### config.mk
export PLATFORM = sky130hd
export DESIGN_NAME = keyword_literal_tokenizer_flat
export DESIGN_NICKNAME = d
export VERILOG_FILES = /design/src/design/klt_pkg.sv /design/src/design/klt_if.sv /design/src/design/keyword_literal_tokenizer.sv /design/src/flat_wrapper.sv
export SDC_FILE = /design/constraint.sdc
export NUM_CORES = 1
export LEC_CHECK = 0
export BUFFER_PORTS_ARGS = -buffer_cell sky130_fd_sc_hd__buf_2
export CELL_PAD_IN_SITES_DETAIL_PLACEMENT = 1
export CELL_PAD_IN_SITES_GLOBAL_PLACEMENT = 1
export CORE_MARGIN = 2
export CORE_UTILIZATION = 50
export DETAILED_ROUTE_END_ITERATION = 10
export PLACE_DENSITY_LB_ADDON = 0.15
export SETUP_SLACK_MARGIN = 0.3
export SYNTH_ARGS = -nofsm -noshare
export SYNTH_HDL_FRONTEND = slang
export SYNTH_SLANG_ARGS = --single-unit
### constraint.sdc
create_clock -name clock -period 13.6 [get_ports clock]
set_input_delay 0.68 -clock clock [delete_from_list [all_inputs] [get_ports clock]]
set_output_delay 0.68 -clock clock [all_outputs]
set_load 0.01 [all_outputs]
### src/design/klt_pkg.sv
// ----------------------------------------------------------------------------
// klt_pkg
// Shared types and constants of the keyword and literal tokenizer: keyword
// texts, result kinds, character codes and prefix classes.
// ----------------------------------------------------------------------------
package klt_pkg;

   localparam int KW_COUNT   = 22;
   localparam int KW_MAX_LEN = 6;

   // keyword texts, left aligned and padded with spaces
   localparam logic [8*KW_MAX_LEN-1:0] KW_TEXT [KW_COUNT] = '{
      "defun ", "return", "+     ", "-     ", "*     ", "/     ",
      "%     ", "and   ", "or    ", "not   ", "lt    ", "le    ",
      "eq    ", "ge    ", "gt    ", "if    ", "else  ", "endif ",
      "drop  ", "dup   ", "swap  ", "rot   "
   };

   localparam logic [2:0] KW_LEN [KW_COUNT] = '{
      3'd5, 3'd6, 3'd1, 3'd1, 3'd1, 3'd1,
      3'd1, 3'd3, 3'd2, 3'd3, 3'd2, 3'd2,
      3'd2, 3'd2, 3'd2, 3'd2, 3'd4, 3'd5,
      3'd4, 3'd3, 3'd4, 3'd3
   };

   localparam logic [4:0] KIND_ARG     = 5'd22;
   localparam logic [4:0] KIND_LITERAL = 5'd23;
   localparam logic [4:0] KIND_IDENT   = 5'd24;
   localparam logic [4:0] KIND_BROKEN  = 5'd25;
   localparam logic [4:0] KIND_END     = 5'd26;

   localparam logic [7:0] CH_SPACE = 8'h20;
   localparam logic [7:0] CH_TAB   = 8'h09;
   localparam logic [7:0] CH_CR    = 8'h0d;
   localparam logic [7:0] CH_LF    = 8'h0a;
   localparam logic [7:0] CH_SEMI  = 8'h3b;
   localparam logic [7:0] CH_MINUS = 8'h2d;
   localparam logic [7:0] CH_A     = 8'h61;
   localparam logic [7:0] CH_R     = 8'h72;
   localparam logic [7:0] CH_G     = 8'h67;
   localparam logic [7:0] CH_X     = 8'h78;

   typedef enum logic [7:0] {
      PC_IDENT    = 8'b0000_0001,
      PC_ARPREFIX = 8'b0000_0010,
      PC_ARG      = 8'b0000_0100,
      PC_MINUS    = 8'b0000_1000,
      PC_NEG      = 8'b0001_0000,
      PC_DEC      = 8'b0010_0000,
      PC_HEX      = 8'b0100_0000,
      PC_BROKEN   = 8'b1000_0000
   } prefix_class_type;

   typedef struct packed {
      logic       ok;
      logic [3:0] value;
   } nibble_type;

   function automatic nibble_type hex_nibble(input logic [7:0] c);
      nibble_type n;
      n.ok    = 1'b1;
      n.value = 4'd0;
      if (c inside {["0":"9"]}) begin
         n.value = c[3:0];
      end else if (c inside {["a":"f"], ["A":"F"]}) begin
         n.value = c[3:0] + 4'd9;
      end else begin
         n.ok = 1'b0;
      end
      return n;
   endfunction

endpackage

### src/design/klt_if.sv
// ----------------------------------------------------------------------------
// klt_if
// Valid/ready channel interfaces of the tokenizer: source bytes in, token
// results out.
// ----------------------------------------------------------------------------
interface klt_req_if;
   logic       valid;
   logic       ready;
   logic [7:0] source_byte;
   logic       input_ends;

   modport source(output valid, source_byte, input_ends, input ready);
   modport sink(input valid, source_byte, input_ends, output ready);
endinterface

interface klt_rsp_if;
   logic               valid;
   logic               ready;
   logic [4:0]         token_kind;
   logic signed [31:0] literal_number;
   logic signed [31:0] argument_index;
   logic [7:0]         token_length;
   logic               too_long;
   logic [15:0]        source_line;

   modport source(output valid, token_kind, literal_number, argument_index,
                  token_length, too_long, source_line, input ready);
   modport sink(input valid, token_kind, literal_number, argument_index,
                token_length, too_long, source_line, output ready);
endinterface

### src/design/keyword_literal_tokenizer.sv
// ----------------------------------------------------------------------------
// keyword_literal_tokenizer
// Byte-serial tokenizer: splits source text at white space, skips comments,
// counts lines and classifies each token as keyword, arg, literal, ident,
// broken or end marker.
// ----------------------------------------------------------------------------
//   channel   direction  payload
//   req_chan  in         source_byte, input_ends
//   rsp_chan  out        token_kind, literal_number, argument_index,
//                        token_length, too_long, source_line
//
// one byte per cycle sustained while the result register is not stalled; a
// byte is held in the input register, its state update and result are formed
// there and land in the result register, where a token result then shows.
// synchronous reset clears the token, comment and line state.
// a stalled result register holds the input register, which once full holds req.
// ----------------------------------------------------------------------------
module keyword_literal_tokenizer #(
   parameter int MAX_TOKEN_CHARS = 255
) (
   input logic      clock,
   input logic      reset,
   klt_req_if.sink   req_chan,
   klt_rsp_if.source rsp_chan
);
   import klt_pkg::*;

   localparam int CW = $clog2(MAX_TOKEN_CHARS + 1);
   localparam logic [CW-1:0] MAX_CNT = CW'(MAX_TOKEN_CHARS);
   localparam logic [7:0] LEN_SAT = (MAX_TOKEN_CHARS > 255) ? 8'hff : 8'(MAX_TOKEN_CHARS);

   // input register
   logic       hold_vld_ff, hold_vld_in;
   logic [7:0] hold_byte_ff;
   logic       hold_ends_ff;

   // token state
   logic                  in_token_ff, in_token_in;
   logic                  comment_ff, comment_in;
   logic [CW-1:0]         count_ff, count_in;
   logic [KW_COUNT-1:0]   cand_ff, cand_in;
   prefix_class_type      pclass_ff, pclass_in;
   logic                  digits_ff, digits_in;
   logic [31:0]           acc_ff, acc_in;
   logic [15:0]           lines_ff, lines_in;
   logic                  ovf_ff, ovf_in;

   // result register
   logic        out_vld_ff, out_vld_in;
   logic [4:0]  out_kind_ff, out_kind_in;
   logic [31:0] out_lit_ff, out_lit_in;
   logic [31:0] out_arg_ff, out_arg_in;
   logic [7:0]  out_len_ff, out_len_in;
   logic        out_long_ff, out_long_in;
   logic [15:0] out_line_ff, out_line_in;

   logic advance, fire, res_fire;

   // take-character results
   logic [KW_COUNT-1:0] tk_cand;
   prefix_class_type    tk_pclass;
   logic                tk_digits;
   logic [31:0]         tk_acc;
   logic [CW-1:0]       tk_count;
   logic                tk_ovf;

   // emit results
   logic [4:0]    em_kind;
   logic [31:0]   em_lit, em_arg;
   logic [7:0]    em_len;
   logic [CW+7:0] cnt_ext;

   logic [7:0]  c;
   logic [3:0]  dig;
   logic        is_dig, sep, is_lf;
   logic [31:0] acc10;
   logic [2:0]  pos3;
   nibble_type  nib;

   assign advance        = !out_vld_ff || rsp_chan.ready;
   assign req_chan.ready = !hold_vld_ff || advance;
   assign fire           = hold_vld_ff && advance;

   assign c      = hold_byte_ff;
   assign dig    = c[3:0];
   assign is_dig = c inside {["0":"9"]};
   assign is_lf  = (c == CH_LF);
   assign sep    = (c == CH_SPACE) || (c == CH_TAB) || (c == CH_CR) || is_lf;
   assign acc10  = {acc_ff[28:0], 3'b000} + {acc_ff[30:0], 1'b0} + 32'(dig);
   assign pos3   = (count_ff < CW'(KW_MAX_LEN)) ? count_ff[2:0] : 3'd0;
   assign nib    = hex_nibble(c);

   // next token state after taking one character
   always_comb begin
      for (int k = 0; k < KW_COUNT; k++) begin
         tk_cand[k] = cand_ff[k];
         if ((count_ff >= CW'(KW_LEN[k])) ||
             (KW_TEXT[k][8*KW_MAX_LEN-1 - 8*pos3 -: 8] != c)) begin
            tk_cand[k] = 1'b0;
         end
      end
      tk_pclass = pclass_ff;
      tk_digits = digits_ff;
      tk_acc    = acc_ff;
      if (count_ff == '0) begin
         tk_digits = 1'b1;
         tk_acc    = 32'd0;
         if (c == CH_A) begin
            tk_pclass = PC_ARPREFIX;
         end else if (c == CH_MINUS) begin
            tk_pclass = PC_MINUS;
         end else if (is_dig) begin
            tk_pclass = PC_DEC;
            tk_acc    = 32'(dig);
         end else begin
            tk_pclass = PC_IDENT;
         end
      end else begin
         case (pclass_ff)
            PC_ARPREFIX: begin
               if (count_ff == CW'(1) && c == CH_R) begin
                  tk_pclass = PC_ARPREFIX;
               end else if (count_ff == CW'(2) && c == CH_G) begin
                  tk_pclass = PC_ARG;
               end else begin
                  tk_pclass = PC_IDENT;
               end
            end
            PC_ARG, PC_NEG: begin
               if (digits_ff && is_dig) tk_acc = acc10;
               else tk_digits = 1'b0;
            end
            PC_MINUS: begin
               if (is_dig) begin
                  tk_pclass = PC_NEG;
                  tk_acc    = 32'(dig);
               end else begin
                  tk_pclass = PC_BROKEN;
               end
            end
            PC_DEC: begin
               if (count_ff == CW'(1) && c == CH_X && acc_ff == 32'd0) begin
                  tk_pclass = PC_HEX;
               end else if (digits_ff && is_dig) begin
                  tk_acc = acc10;
               end else begin
                  tk_digits = 1'b0;
               end
            end
            PC_HEX: begin
               if (digits_ff && nib.ok) tk_acc = {acc_ff[27:0], nib.value};
               else tk_digits = 1'b0;
            end
            default: begin
            end
         endcase
      end
      tk_count = count_ff;
      tk_ovf   = ovf_ff;
      if (count_ff < MAX_CNT) tk_count = count_ff + CW'(1);
      else tk_ovf = 1'b1;
   end

   // classification of the pending token
   always_comb begin
      logic hit;
      hit     = 1'b0;
      em_kind = KIND_IDENT;
      em_lit  = '1;
      em_arg  = '1;
      for (int k = KW_COUNT - 1; k >= 0; k--) begin
         if (!ovf_ff && cand_ff[k] && (CW'(KW_LEN[k]) == count_ff)) begin
            hit     = 1'b1;
            em_kind = 5'(k);
         end
      end
      if (!hit) begin
         case (pclass_ff)
            PC_ARG: begin
               em_kind = KIND_ARG;
               em_arg  = acc_ff;
            end
            PC_NEG: begin
               em_kind = KIND_LITERAL;
               em_lit  = 32'd0 - acc_ff;
            end
            PC_DEC, PC_HEX: begin
               em_kind = KIND_LITERAL;
               em_lit  = acc_ff;
            end
            PC_MINUS, PC_BROKEN: em_kind = KIND_BROKEN;
            default: em_kind = KIND_IDENT;
         endcase
      end
      cnt_ext = (CW+8)'(count_ff);
      em_len  = (cnt_ext > (CW+8)'(255)) ? 8'hff : cnt_ext[7:0];
   end

   // per-transaction state update
   always_comb begin
      logic clr;
      clr         = 1'b0;
      res_fire    = 1'b0;
      in_token_in = in_token_ff;
      comment_in  = comment_ff;
      count_in    = count_ff;
      cand_in     = cand_ff;
      pclass_in   = pclass_ff;
      digits_in   = digits_ff;
      acc_in      = acc_ff;
      lines_in    = lines_ff;
      ovf_in      = ovf_ff;
      out_kind_in = em_kind;
      out_lit_in  = em_lit;
      out_arg_in  = em_arg;
      out_len_in  = em_len;
      out_long_in = ovf_ff;
      out_line_in = lines_ff;
      if (fire) begin
         if (hold_ends_ff) begin
            comment_in = 1'b0;
            res_fire   = 1'b1;
            clr        = 1'b1;
            if (!in_token_ff) begin
               out_kind_in = KIND_END;
               out_lit_in  = '1;
               out_arg_in  = '1;
               out_len_in  = 8'd0;
               out_long_in = 1'b0;
            end
         end else begin
            if (is_lf) lines_in = lines_ff + 16'd1;
            out_line_in = lines_in;
            if (comment_ff) begin
               if (is_lf) comment_in = 1'b0;
            end else if (in_token_ff && sep) begin
               res_fire = 1'b1;
               clr      = 1'b1;
            end else if (in_token_ff || (!sep && c != CH_SEMI)) begin
               in_token_in = 1'b1;
               count_in    = tk_count;
               cand_in     = tk_cand;
               pclass_in   = tk_pclass;
               digits_in   = tk_digits;
               acc_in      = tk_acc;
               ovf_in      = tk_ovf;
            end else if (!sep) begin
               comment_in = 1'b1;
            end
         end
      end
      if (clr) begin
         in_token_in = 1'b0;
         count_in    = '0;
         cand_in     = '1;
         pclass_in   = PC_IDENT;
         digits_in   = 1'b0;
         acc_in      = 32'd0;
         ovf_in      = 1'b0;
      end
   end

   always_comb begin
      hold_vld_in = hold_vld_ff;
      if (req_chan.ready) hold_vld_in = req_chan.valid;
      out_vld_in = out_vld_ff;
      if (fire) out_vld_in = res_fire;
      else if (rsp_chan.ready) out_vld_in = 1'b0;
   end

   always_ff @(posedge clock) begin
      if (reset) begin
         hold_vld_ff <= 1'b0;
         out_vld_ff  <= 1'b0;
         in_token_ff <= 1'b0;
         comment_ff  <= 1'b0;
         count_ff    <= '0;
         cand_ff     <= '1;
         pclass_ff   <= PC_IDENT;
         digits_ff   <= 1'b0;
         acc_ff      <= 32'd0;
         lines_ff    <= 16'd0;
         ovf_ff      <= 1'b0;
      end else begin
         hold_vld_ff <= hold_vld_in;
         out_vld_ff  <= out_vld_in;
         in_token_ff <= in_token_in;
         comment_ff  <= comment_in;
         count_ff    <= count_in;
         cand_ff     <= cand_in;
         pclass_ff   <= pclass_in;
         digits_ff   <= digits_in;
         acc_ff      <= acc_in;
         lines_ff    <= lines_in;
         ovf_ff      <= ovf_in;
      end
   end

   always_ff @(posedge clock) begin
      if (req_chan.valid && req_chan.ready) begin
         hold_byte_ff <= req_chan.source_byte;
         hold_ends_ff <= req_chan.input_ends;
      end
      if (fire && res_fire) begin
         out_kind_ff <= out_kind_in;
         out_lit_ff  <= out_lit_in;
         out_arg_ff  <= out_arg_in;
         out_len_ff  <= out_len_in;
         out_long_ff <= out_long_in;
         out_line_ff <= out_line_in;
      end
   end

   assign rsp_chan.valid          = out_vld_ff;
   assign rsp_chan.token_kind     = out_kind_ff;
   assign rsp_chan.literal_number = out_lit_ff;
   assign rsp_chan.argument_index = out_arg_ff;
   assign rsp_chan.token_length   = out_len_ff;
   assign rsp_chan.too_long       = out_long_ff;
   assign rsp_chan.source_line    = out_line_ff;

   // end of input always yields a result
   a_ends_result: assert property (@(posedge clock) disable iff (reset)
      fire && hold_ends_ff |=> out_vld_ff)
      else $error("end of input produced no result");

   // overlong tokens report the saturated length
   a_long_len: assert property (@(posedge clock) disable iff (reset)
      out_vld_ff && out_long_ff |-> out_len_ff == LEN_SAT)
      else $error("too_long with unsaturated length");

   // end marker carries empty length and no values
   a_end_fields: assert property (@(posedge clock) disable iff (reset)
      out_vld_ff && out_kind_ff == KIND_END |->
         out_len_ff == 8'd0 && !out_long_ff && out_lit_ff == '1 && out_arg_ff == '1)
      else $error("end marker fields wrong");

   // a comment never coexists with a pending token
   a_comment_token: assert property (@(posedge clock) disable iff (reset)
      comment_ff |-> !in_token_ff && count_ff == '0)
      else $error("comment state overlaps token state");

endmodule
### src/flat_wrapper.sv
// flat-port wrapper written by rule: the top's interface ports become plain ports
module keyword_literal_tokenizer_flat import klt_pkg::*;
#(
   parameter int MAX_TOKEN_CHARS = 255
)
  (clock, reset, req_chan_valid, req_chan_source_byte, req_chan_input_ends, req_chan_ready, rsp_chan_valid, rsp_chan_token_kind, rsp_chan_literal_number, rsp_chan_argument_index, rsp_chan_token_length, rsp_chan_too_long, rsp_chan_source_line, rsp_chan_ready);
  klt_req_if req_chan_i ();
  klt_rsp_if rsp_chan_i ();
  input logic clock;
  input logic reset;
  input wire logic [$bits(req_chan_i.valid)-1:0] req_chan_valid;
  input wire logic [$bits(req_chan_i.source_byte)-1:0] req_chan_source_byte;
  input wire logic [$bits(req_chan_i.input_ends)-1:0] req_chan_input_ends;
  output wire logic [$bits(req_chan_i.ready)-1:0] req_chan_ready;
  output wire logic [$bits(rsp_chan_i.valid)-1:0] rsp_chan_valid;
  output wire logic [$bits(rsp_chan_i.token_kind)-1:0] rsp_chan_token_kind;
  output wire logic [$bits(rsp_chan_i.literal_number)-1:0] rsp_chan_literal_number;
  output wire logic [$bits(rsp_chan_i.argument_index)-1:0] rsp_chan_argument_index;
  output wire logic [$bits(rsp_chan_i.token_length)-1:0] rsp_chan_token_length;
  output wire logic [$bits(rsp_chan_i.too_long)-1:0] rsp_chan_too_long;
  output wire logic [$bits(rsp_chan_i.source_line)-1:0] rsp_chan_source_line;
  input wire logic [$bits(rsp_chan_i.ready)-1:0] rsp_chan_ready;
  assign req_chan_i.valid = req_chan_valid;
  assign req_chan_i.source_byte = req_chan_source_byte;
  assign req_chan_i.input_ends = req_chan_input_ends;
  assign req_chan_ready = req_chan_i.ready;
  assign rsp_chan_valid = rsp_chan_i.valid;
  assign rsp_chan_token_kind = rsp_chan_i.token_kind;
  assign rsp_chan_literal_number = rsp_chan_i.literal_number;
  assign rsp_chan_argument_index = rsp_chan_i.argument_index;
  assign rsp_chan_token_length = rsp_chan_i.token_length;
  assign rsp_chan_too_long = rsp_chan_i.too_long;
  assign rsp_chan_source_line = rsp_chan_i.source_line;
  assign rsp_chan_i.ready = rsp_chan_ready;
  keyword_literal_tokenizer #(.MAX_TOKEN_CHARS(MAX_TOKEN_CHARS)) u_core (.clock(clock), .reset(reset), .req_chan(req_chan_i), .rsp_chan(rsp_chan_i));
endmodule
==> results.yml <==
worst_setup_path:
  start_kind: "flop"
  r2r_start: "u_core.c[0]"
  critPathTopFamily: "compound AO/OA/AOI/OAI gates"
  cp-end-kind: "flop"
  slowest_delay_ps: 960
  cp_num_buf_inv: 1
  cp_cell_sequence: "clkinv_1, ha_1, nor2b_1, o21ai_0, a21oi_1, or3_1, a21oi_2, nor2_1, a32oi_1, o21ai_0"
  critPathArrivalTime_ps: 5180
  ff2ff_setup_slack_ps: 8730
  r2r_end: "u_core.acc_ff[20]"
  required_ps: 13920
  worstPathMaxFanout: 26
  crit_top_cell: "o21ai_0"
  r2r_cells: 10
  critPathKind: "flop to flop"
  crit_slowest_cell: "a21oi_2"
sta:
  relSlewSlack_pct: 22.2
  final.setup_skew_ps: 15.6
  tns_ps: 0
  fmax_mhz: 205
  finalHoldViolCount: 0
  finalCriticalPeriod_ps: 4870
  rsz0062_at_grt: "no"
  setup_violations: 0
  slew_viol_final: 0
  fin_crit_sh_pct: 35.8
  hold_slack_ps: 406
  tightest_slew_ps: 1150
clock_tree:
  cts_resized: 0
  hold_buffers: 0
  cts.sink_count: 195
  clock_latency_ps: 440
  clk_pin_slew_worst_paths_ps: 80
  cts_root_buffer: "clkbuf_16"
  htree_levels: 4
  cts_tree: "done"
  cts-buffers-inserted: 17
  cts_setup_buffers: 0
  clock_path_buffers: 2
synth:
  yosys_warnings: 0
  seq_area_frac_synth_pct: 40.0
  synthFlopType: "edfxtp_1"
  synth_edf_count: 103
  synth_nets: 1489
  avgSynthCellArea_um2: 8.81
  ys_ff_latch: 195
  async_flop_share_pct: 0
  yosysUniqueCellTypes: 88
  syn_inst: 1402
  netlist_area_um2: 12400
power:
  ir_drop_mv: 0.0836
  pwr-share-seq_pct: 49.2
  swShare_pct: 28.5
  power.density_nw_per_um2: 95.3
  clockPowerShare_pct: 40.4
  p_leak_uw: 0.00507
  power_frac_comb_pct: 10.4
  p_switching_uw: 373
  internal-power_uw: 937
global_routing:
  first_global_vias: 11560
  antenna_found_initial: 1
  grt_start_max_net_pins: 74
  grt-ovfl-total: 0
  track_usage_pct: 31.5
  grt_pass1_wl_mm: 64.7
placement:
  port_buffers: 108
  place_hpwl_mm: 29.0
  gp_congestion: 0.951
floorplan:
  start_util_pct: 50.8
  core_area_um2: 24300
  die_y_um: 161
  dieWidth_um: 161
  rows: 57
  ios: 109
  dieArea_um2: 26000
worst_hold_path:
  min_to: "u_core.c[3]"
  hold_class: "input pin to flop"
  hold_path.startpoint: "req_chan_source_byte[3]"
  holdPathStages: 1
drt:
  drt_iter0_drc: 892
  post-route-drc-count: 0
  vias: 11573
  via_per_inst: 6.42
  dr.pass1.iters: 5
  wl_per_cell_um: 22.6
  ant_nets: 0
  wirelength_mm: 40.7
finish:
  nets: 1553
  final_common_cell: "nor2_1"
  syn_to_final_growth_pct: 11.2
  num-fill-cells: 2877
  drive_gt1_share_pct: 13.0
  diodes: 0
  final_cell_mix: "nor2_1, nand2_1, buf_2, a21oi_1, edfxtp_1"
status:
  outcome: "completed"
run:
  drv_cap: 0
routing by layer:
layer	track usage (%)	share of wire (%)	up-vias
li1	-	-	5341
met1	41.7	43	5737
met2	53.7	48	414
met3	5.06	6.5	79
met4	8.85	2.2	2
met5	0	0.032	-
metrics by stage:
step           instances  total power [µW]  util, %  instance area, µm²  worst slack (ps)
4_1_cts             1803              1310     56.5               13700              8910
2_1_floorplan       1402               746        -               12400              7650
5_1_grt             1803              1350     56.5               13700              8440
3_3_place_gp        1771               783     54.0               13100              9170
6_report            1803              1310     56.5               13700              8730
3_5_place_dp        1771               789     54.0               13100              8930
registers in the layout, indices dropped and copies added, names as in the netlist, 5 cells and up:
name	cells
u_core.acc_ff	32
u_core.c	8
u_core.cand_ff	22
u_core.count_ff	8
u_core.lines_ff	16
u_core.pclass_ff	8
u_core.rsp_chan.argument_index	32
u_core.rsp_chan.literal_number	32
u_core.rsp_chan.source_line	16
u_core.rsp_chan.token_kind	5
u_core.rsp_chan.token_length	8
kinds of logic after synthesis:
logic type	share of synthesized area, %
simple gates	23.1
flops	40.0
fa+ha+maj	7.62
mux	0.912
xor+xnor	5.23
compound gates	19.8
buf+inv	3.47
worst register-to-register path, cell delays in order, from the launching register on:
cell,delay [ps]
edfxtp_1,920
clkinv_1,530
ha_1,380
nor2b_1,140
o21ai_0,150
a21oi_1,220
or3_1,820
a21oi_2,970
nor2_1,260
a32oi_1,230
o21ai_0,130
cell type report:
cell class	count	area (µm²)	share of cell area, %
timing repair buffer	122	646	4.70
inverter	33	124	0.902
clock buffer	17	425	3.10
clock inverter	15	178	1.29
sequential	195	4930	35.9
tap	324	405	2.95
multi-input combinational	1097	7030	51.1
power by group through the flow:
stage          Sequential (µW)  Combinational [µW]  Clock [µW]
5_1_grt                    646                 149         556
2_1_floorplan              651                94.7           0
3_5_place_dp               657                 132           0
6_report                   644                 137         529
3_3_place_gp               657                 127           0
4_1_cts                    644                 134         532
cells in the mapped netlist (7+ instances only):
library cell / n / area (µm²)
a211oi_1: 14 / 105
a21o_1: 13 / 97.6
a21oi_1: 108 / 541
a22oi_1: 7 / 52.6
a31oi_1: 22 / 138
a32oi_1: 7 / 61.3
and2_1: 9 / 56.3
and3_1: 14 / 87.6
buf_1: 10 / 37.5
buf_2: 9 / 45.0
clkbuf_1: 56 / 210
dfxtp_1: 92 / 1840
edfxtp_1: 103 / 3090
ha_1: 72 / 901
inv_1: 28 / 105
mux2i_1: 9 / 90.1
nand2_1: 121 / 454
nand2b_1: 37 / 231
nand3_1: 59 / 295
nand4_1: 19 / 119
nor2_1: 126 / 473
nor2b_1: 32 / 200
nor3_1: 48 / 240
nor3b_1: 7 / 52.6
nor4_1: 17 / 106
o211ai_1: 12 / 90.1
o21a_1: 9 / 67.6
o21ai_0: 91 / 455
o21ai_1: 9 / 45.0
o22ai_1: 11 / 68.8
or2_2: 7 / 43.8
or3_1: 21 / 131
or4_1: 15 / 113
xnor2_1: 45 / 394
xor2_1: 25 / 219
worst max-delay path by stage:
stage / startpoint / endpoint / slack [ps] / cells after the start
finish: u_core.c[0] / u_core.acc_ff[20] / 8730 / 10
global route: u_core.c[0] / u_core.acc_ff[20] / 8440 / 10
CTS: u_core.c[0] / u_core.acc_ff[20] / 8910 / 10
detailed placement: u_core.c[0] / u_core.acc_ff[20] / 8930 / 10
global placement: u_core.c[0] / u_core.acc_ff[20] / 9170 / 10
floorplan: u_core.c[0] / u_core.rsp_chan.argument_index[0] / 7650 / 7
No activity file was read; power rests on OpenSTA's default activity.
